### config.mk
export PLATFORM = sky130hd
export DESIGN_NAME = cnv2d_ram
export DESIGN_NICKNAME = d
export VERILOG_FILES = /design/src/rtl/cnv2d_ram.sv
export SDC_FILE = /design/constraint.sdc
export NUM_CORES = 1
export LEC_CHECK = 0
export BUFFER_PORTS_ARGS = -buffer_cell sky130_fd_sc_hd__clkbuf_2
export CORE_MARGIN = 3
export CORE_UTILIZATION = 65
export CTS_CLUSTER_SIZE = 20
export DETAILED_ROUTE_END_ITERATION = 8
export GPL_TIMING_DRIVEN = 1
export PLACE_DENSITY = 0.82
export SYNTH_ARGS = -nofsm -noshare
export SYNTH_HDL_FRONTEND = slang
export SYNTH_SLANG_ARGS = --single-unit
### constraint.sdc
create_clock -name clk -period 6.6 [get_ports clk]
set_clock_uncertainty 0.05 [all_clocks]
set_input_delay 0.66 -clock clk [delete_from_list [all_inputs] [get_ports clk]]
set_output_delay 0.66 -clock clk [all_outputs]
set_load 0.1 [all_outputs]
### src/rtl/cnv2d_ram.sv
// generic single write port ram with registered read
`timescale 1ns / 1ps

module cnv2d_ram #(
  parameter int WIDTH = 16,
  parameter int DEPTH = 64
) (
  input  logic                     clk,
  input  logic                     we,
  input  logic [$clog2(DEPTH)-1:0] waddr,
  input  logic [WIDTH-1:0]         wdata,
  input  logic [$clog2(DEPTH)-1:0] raddr,
  output logic [WIDTH-1:0]         rdata
);

  logic [WIDTH-1:0] mem [DEPTH];

  always_ff @(posedge clk) begin
    if (we) begin
      mem[waddr] <= wdata;
    end
    rdata <= mem[raddr];
  end

endmodule

Yosys cells after proc, flatten, opt, wreduce, memory -nomap -nowiden
Memory sizes are Yosys's and may differ from the RTL's. A register that Yosys moved wholly into a read port is not among the register bits.
Cells that the tools add are included.
Widths: inputs -> output; s select.
{ "op_classes": {"add_sub_neg": 0, "multipliers": 0, "div": 0, "order_cmp": 0, "eq_ne": 0, "shifts": 0, "muxes": 2, "n_bitwise": 0, "n_reduce_logical": 0} }
{ "op_table": {"columns": ["op", "n"], "rows": [
  ["$mux 1", 2]
]} }
{ "totals": {"reg_bits": 0, "latchBits": 0, "ramBits": 1024, "rom_bits": 0, "in_bits": 30, "mem_count": 1} }
{ "mem_list": {"columns": ["name", "words", "width", "read_ports", "rd_ports_with_merged_regs", "wr", "line_no", "rtl"], "rows": [
  ["mem", 64, 16, 1, 1, 1, "16", "logic [WIDTH-1:0] mem [DEPTH];"]
]} }

Depth between registers and ports, before layout
Gate-level depths: netlist (run 1).
{ "depth": {"ltp_word": 2, "depth_mapped": 10} }

Least setup slack after synthesis (run 1)
OpenSTA, ideal clock, no wires.
{ "synth_path": {"path_kind": "input-to-reg", "start": "in waddr[3]", "end": "mem mem[48][0], enable pin", "t_arrival_ns": 2.286, "slack_ns": 3.855, "cell_stages": 4, "n_path_buf": 1, "cell_sequence": "clkbuf_1 -> nor2b_1 -> nand4b_1 -> nor3_1"} }
{ "synth_lines": {"columns": ["item", "line_no", "rtl"], "rows": [
  ["from (decl)", "10", "input logic [$clog2(DEPTH)-1:0] waddr,"],
  ["to (decl)", "16", null]
]} }
Straight into the memory's write port.

==> impl_metrics.json, run 1 <==
{
  "status": "complete, no violations",
  "post_drt_wl_per_cell_um": 35.0,
  "ys_seq_elements": 1040,
  "drive_gt1_share_pct": 26.2,
  "hpwl_um": 52900,
  "min_period_ns": 3.42,
  "synth-xor-area-share_pct": 0,
  "p_per_area_nw_per_um2": 303,
  "p_sw_mw": 2.91,
  "first_pass_iters": 6,
  "cts.repair.resized": 0,
  "syn_inst": 1829,
  "drv_slew": 0,
  "drt_iter0_markers": 3040,
  "track_usage_pct": 31.3,
  "dieArea_um2": 64600,
  "required_ns": 7.07,
  "ys_async_sr_fraction_pct": 0,
  "yosys_warnings": 0,
  "maxSlewHeadroom_pct": 16.5,
  "power_frac_seq_pct": 54.8,
  "ys_top_cells_by_area": "edfxtp_1 77%, mux4_2 12%, mux2i_1 2.1%",
  "cts-hold-fix-buffers": 0,
  "cts_buffer_depth": 3,
  "worstPathArrival_ns": 3.89,
  "startpoint_type": "input port",
  "wirelength_um": 98400,
  "grt_first_pass_wirelength_um": 142000,
  "synth_cell_type_count": 43,
  "grt_antenna_before_repair": 8,
  "fin_crit_sh_pct": 51.8,
  "comb_power_share_pct": 5.7,
  "worstMarginPinSlew_ns": 1.25,
  "avgSynthCellArea_um2": 21.9,
  "p_leak_nw": 14.0,
  "synth_top_family_by_area": "multiplexers",
  "cts_tree": "built",
  "grt_max_degree": 105,
  "synth_compound_area_share_pct": 2.41,
  "intPower_mw": 10.5,
  "critical_path.max_fanout": 57,
  "io-pin-count": 46,
  "synth_common_cells": "1024 x edfxtp_1, 220 x mux4_2, 85 x mux2i_1, 72 x nor2_1, 59 x nand2_1",
  "hold_viol": 0,
  "fillers": 3144,
  "max-vdd-ir-drop_v": 0.000190,
  "cts.clk_slew.worst_paths_ns": 0.06,
  "p_clk_share_pct": 39.4,
  "finalSetupViolations": 0,
  "synth_top_cell_by_area": "edfxtp_1",
  "yosys.area_share.adder_pct": 0,
  "rsz0062_at_grt": "false",
  "avgViaCountPerCell": 7.14,
  "dieHeight_um": 254,
  "synthFlopType": "edfxtp_1",
  "muxShareOfSynthArea_pct": 15.5,
  "fp.dieW_um": 254,
  "cts.sinks": 1040,
  "initial_core_util_pct": 66.0,
  "synth_simple_gate_area_share_pct": 2.65,
  "max_cap_violations": 0,
  "ant_nets": 0,
  "yosysMostFrequentCell": "edfxtp_1",
  "yosysTopAreaCellShare_pct": 76.8,
  "root_buffer": "clkbuf_16",
  "nets": 1978,
  "insertion_delay_ns": 0.65,
  "gp_congestion": 0.855,
  "postCtsSetupBuffers": 0,
  "overflow": 0,
  "whs_path_depth": 2,
  "core_um2": 60700,
  "synth_seq_area_share_pct": 77.6,
  "grt_pass1_vias": 20100,
  "syn_to_final_growth_pct": 10.4,
  "synth.net_count": 1859,
  "worst-setup-path-type": "input port to register",
  "cts-buffers-inserted": 96,
  "switching_share_pct": 21.8,
  "num_vias": 20100,
  "port_buffers": 45,
  "power_mw": 13.4,
  "std_cell_rows": 90,
  "syn_area_um2": 40000,
  "setup_tns_ns": 0,
  "synth-edff-count": 1024,
  "r2r_cells": 5,
  "cts.htree.levels": 3,
  "end_kind": "register",
  "drc": 0,
  "hp-class": "input port to register",
  "fmax_mhz": 293
}
-- cell usage in the layout, fill, tap and decap left out, types with 8 or more instances in the layout --
cell type,netlist,final
a211o_1,8,8
a211oi_1,8,8
a21oi_1,17,17
a221oi_1,16,16
a22oi_1,39,39
a311oi_1,8,8
a31oi_1,8,8
buf_4,13,77
clkbuf_1,24,18
clkbuf_16,0,98
clkbuf_2,2,42
clkinv_1,0,21
clkinv_2,0,21
dfxtp_1,16,16
edfxtp_1,1024,1024
mux2_2,27,27
mux2i_1,85,85
mux4_2,220,220
nand2_1,59,59
nand3_1,24,24
nand4_1,12,12
nor2_1,72,61
nor2_2,2,13
nor2b_1,30,27
-- power by group through the flow --
stage                     logic, mW  clock network (mW)  registers [mW]
after floorplan               0.379                   0            7.56
after global routing          0.797                5.54            7.34
after CTS                     0.760                5.32            7.34
after global placement        0.729                   0            7.47
final                         0.767                5.28            7.34
after detailed placement      0.749                   0            7.48
-- metrics by stage --
stage	hold slack (ns)	std cells	utilization (%)	instance area, µm²	setup WS (ns)
floorplan	0.700	1829	-	40000	3.86
finish	0.621	2811	72.8	44200	3.18
global route	0.628	2808	72.8	44200	3.12
CTS	0.572	2806	72.8	44200	3.30
global placement	0.789	2632	67.9	41200	2.77
detailed placement	0.837	2632	67.9	41200	2.66
-- cell families after synthesis --
logic type      Yosys count
compound gates          129
flops                  1040
simple gates            220
mux                     336
buf+inv                 104
-- per-layer routing --
| layer | part of all wire [%] | GRT usage, % | routed length (µm) | up-vias |
|---|---|---|---|---|
| li1 | - | - | - | 7917 |
| met3 | 12 | 6.88 | 11800 | 236 |
| met5 | 0.049 | 0 | 48 | - |
| met4 | 4.6 | 14.4 | 4530 | 8 |
| met1 | 34 | 43.2 | 33700 | 10300 |
| met2 | 49 | 49.1 | 48300 | 1577 |
-- critical path, stage by stage --
cell     delay, ns
buf_8         0.50
buf_4         0.83
mux4_2        0.61
a22oi_1       0.39
nand3_1       0.40
and4_1        0.40
-- path summary, 6_finish.rpt --
kind               startpoint    endpoint  slack (ns)
setup / recovery     raddr[0]   rdata[10]        3.18
hold / removal       waddr[2]  mem[49][5]        0.62
setup reg to reg  mem[23][13]   rdata[13]        4.24
hold reg to reg    mem[40][4]    rdata[4]        0.83
-- area by class of cell --
type | instances | area [µm²] | share of cell area, %
clock inverters | 53 | 370 | 0.838
clock buffers | 121 | 2590 | 5.86
diodes | 5 | 12.5 | 0.0283
flip-flops and latches | 1040 | 31100 | 70.3
well taps | 782 | 978 | 2.21
repair buffers | 125 | 888 | 2.01
multi-input cells | 685 | 8300 | 18.8
-- flip-flops by register name (all words and copies together) (netlist names) --
register / flops
rdata: 16
mem: 1024
(Power assumes the default switching activity.)
==> run 2: changes to the inputs <==
- CORE_UTILIZATION: 65 -> 56
- PLACE_DENSITY: 0.82 -> 0.75
- clock period: 6.6 -> 3.1 ns (I/O delays scaled with it)
==> impl_metrics.json, run 2 (synthesis results as in run 1) <==
{
  "insertion_delay_ns": 0.66,
  "drv_slew": 0,
  "post_drt_wl_per_cell_um": 31.3,
  "root_buffer": "clkbuf_16",
  "startpoint_type": "register",
  "largest_registers": "mem (1024), rdata (16)",
  "whs_path_depth": 2,
  "cts_buffer_depth": 3,
  "cts-hold-fix-buffers": 0,
  "hold_viol": 0,
  "p_leak_nw": 14.8,
  "cts-buffers-inserted": 100,
  "r2r_slack_ns": 0.76,
  "cts_tree": "built",
  "power_mw": 29.7,
  "setup_tns_ns": 0,
  "grt_pass1_vias": 20300,
  "grt_max_degree": 65,
  "io-pin-count": 46,
  "initial_core_util_pct": 56.9,
  "regMostFlops": "mem",
  "max-vdd-ir-drop_v": 0.000650,
  "grt_antenna_before_repair": 11,
  "largest_reg_flops": 1024,
  "most-common-layout-cells": "1024 x edfxtp_1, 220 x mux4_2, 163 x buf_4, 103 x clkbuf_16, 85 x mux2i_1",
  "status": "complete, no violations",
  "worstMarginPinSlew_ns": 1.26,
  "syn_to_final_growth_pct": 13.9,
  "drc": 0,
  "drt_iter0_markers": 2541,
  "cts.repair.resized": 0,
  "dieArea_um2": 74700,
  "ant_nets": 0,
  "worstPathArrival_ns": 2.77,
  "num_vias": 19900,
  "cts.htree.levels": 3,
  "grt_first_pass_wirelength_um": 141000,
  "postCtsSetupBuffers": 0,
  "layout_commonest_cell": "edfxtp_1",
  "track_usage_pct": 26.4,
  "gp_congestion": 0.867,
  "overflow": 0,
  "min_period_ns": 2.34,
  "port_buffers": 45,
  "fmax_mhz": 428,
  "r2r_cells": 4,
  "finalSetupViolations": 0,
  "p_per_area_nw_per_um2": 651,
  "std_cell_rows": 97,
  "fin_crit_sh_pct": 75.4,
  "avgViaCountPerCell": 6.46,
  "cts.clk_slew.worst_paths_ns": 0.06,
  "maxSlewHeadroom_pct": 16.1,
  "wirelength_um": 96300,
  "end_kind": "register",
  "drive_gt1_share_pct": 29.8,
  "critical_path.max_fanout": 1,
  "first_pass_iters": 5,
  "finalHoldWorstSlack_ns": 0.154,
  "required_ns": 3.53,
  "hp-class": "input port to register",
  "max_cap_violations": 0,
  "rsz0062_at_grt": "false",
  "fp.dieW_um": 273,
  "cts.sinks": 1040,
  "hpwl_um": 58900,
  "fillers": 4473,
  "core_um2": 70400,
  "nets": 2079,
  "dieHeight_um": 273,
  "worst-setup-path-type": "register to register"
}
==> run 2: cell types whose count changed in the layout (fill, tap and decap cells not counted), moves of 4 or more <==
| cell | previous run | this run |
|---|---|---|
| clkbuf_16 | 98 | 103 |
| nor2_1 | 61 | 72 |
| nor2_2 | 13 | 2 |
| buf_12 | 3 | 14 |
| buf_4 | 77 | 163 |
| clkinvlp_4 | 2 | 6 |
| clkbuf_1 | 18 | 14 |
| clkinv_1 | 21 | 13 |
| bufinv_16 | 4 | 13 |
==> run 2: critical path: stages (launching register included) <==
cell and delay (ns):
edfxtp_1 0.38, mux4_2 0.49, mux2_2 0.29, a221oi_1 0.83, a311oi_1 0.13
==> run 2: routing by layer <==
layer | routed length, µm | up-vias | GRT usage (%)
met5 | 84 | - | 0
met4 | 4250 | 12 | 10.4
met3 | 9930 | 219 | 5.89
met2 | 46900 | 1179 | 41.7
met1 | 35100 | 10300 | 36.3
li1 | - | 8112 | -
==> run 2: stage by stage <==
step / setup WS (ns) / instances / cell area [µm²] / utilization [%]
6_report: 0.763 / 3075 / 45600 / 64.8
2_1_floorplan: 0.705 / 1829 / 40000 / -
5_1_grt: 0.808 / 3071 / 45600 / 64.8
3_5_place_dp: 0.217 / 2887 / 42200 / 60.0
4_1_cts: 0.799 / 3071 / 45600 / 64.8
3_3_place_gp: 0.305 / 2887 / 42200 / 60.0
==> run 2: path summary, 6_finish.rpt <==
kind               start          to
max           mem[63][9]    rdata[9]
min reg2reg  mem[62][10]   rdata[10]
max reg2reg   mem[63][9]    rdata[9]
min             wdata[4]  mem[23][4]
==> run 2: power breakdown <==
part | switching, mW | leakage (nW) | internal, mW
logic | 1.14 | 3.75 | 0.571
clock network | 5.10 | 1.65 | 7.26
registers | 0.0578 | 9.35 | 15.6
==> run 2: area by class of cell <==
cell class / count / area (µm²) / area share, %
clock buffers: 121 / 2690 / 5.89
clock inverters: 63 / 681 / 1.49
diodes: 4 / 10.0 / 0.0219
multi-input cells: 685 / 8250 / 18.1
repair buffers: 222 / 1750 / 3.84
flip-flops and latches: 1040 / 31100 / 68.1
well taps: 940 / 1180 / 2.58
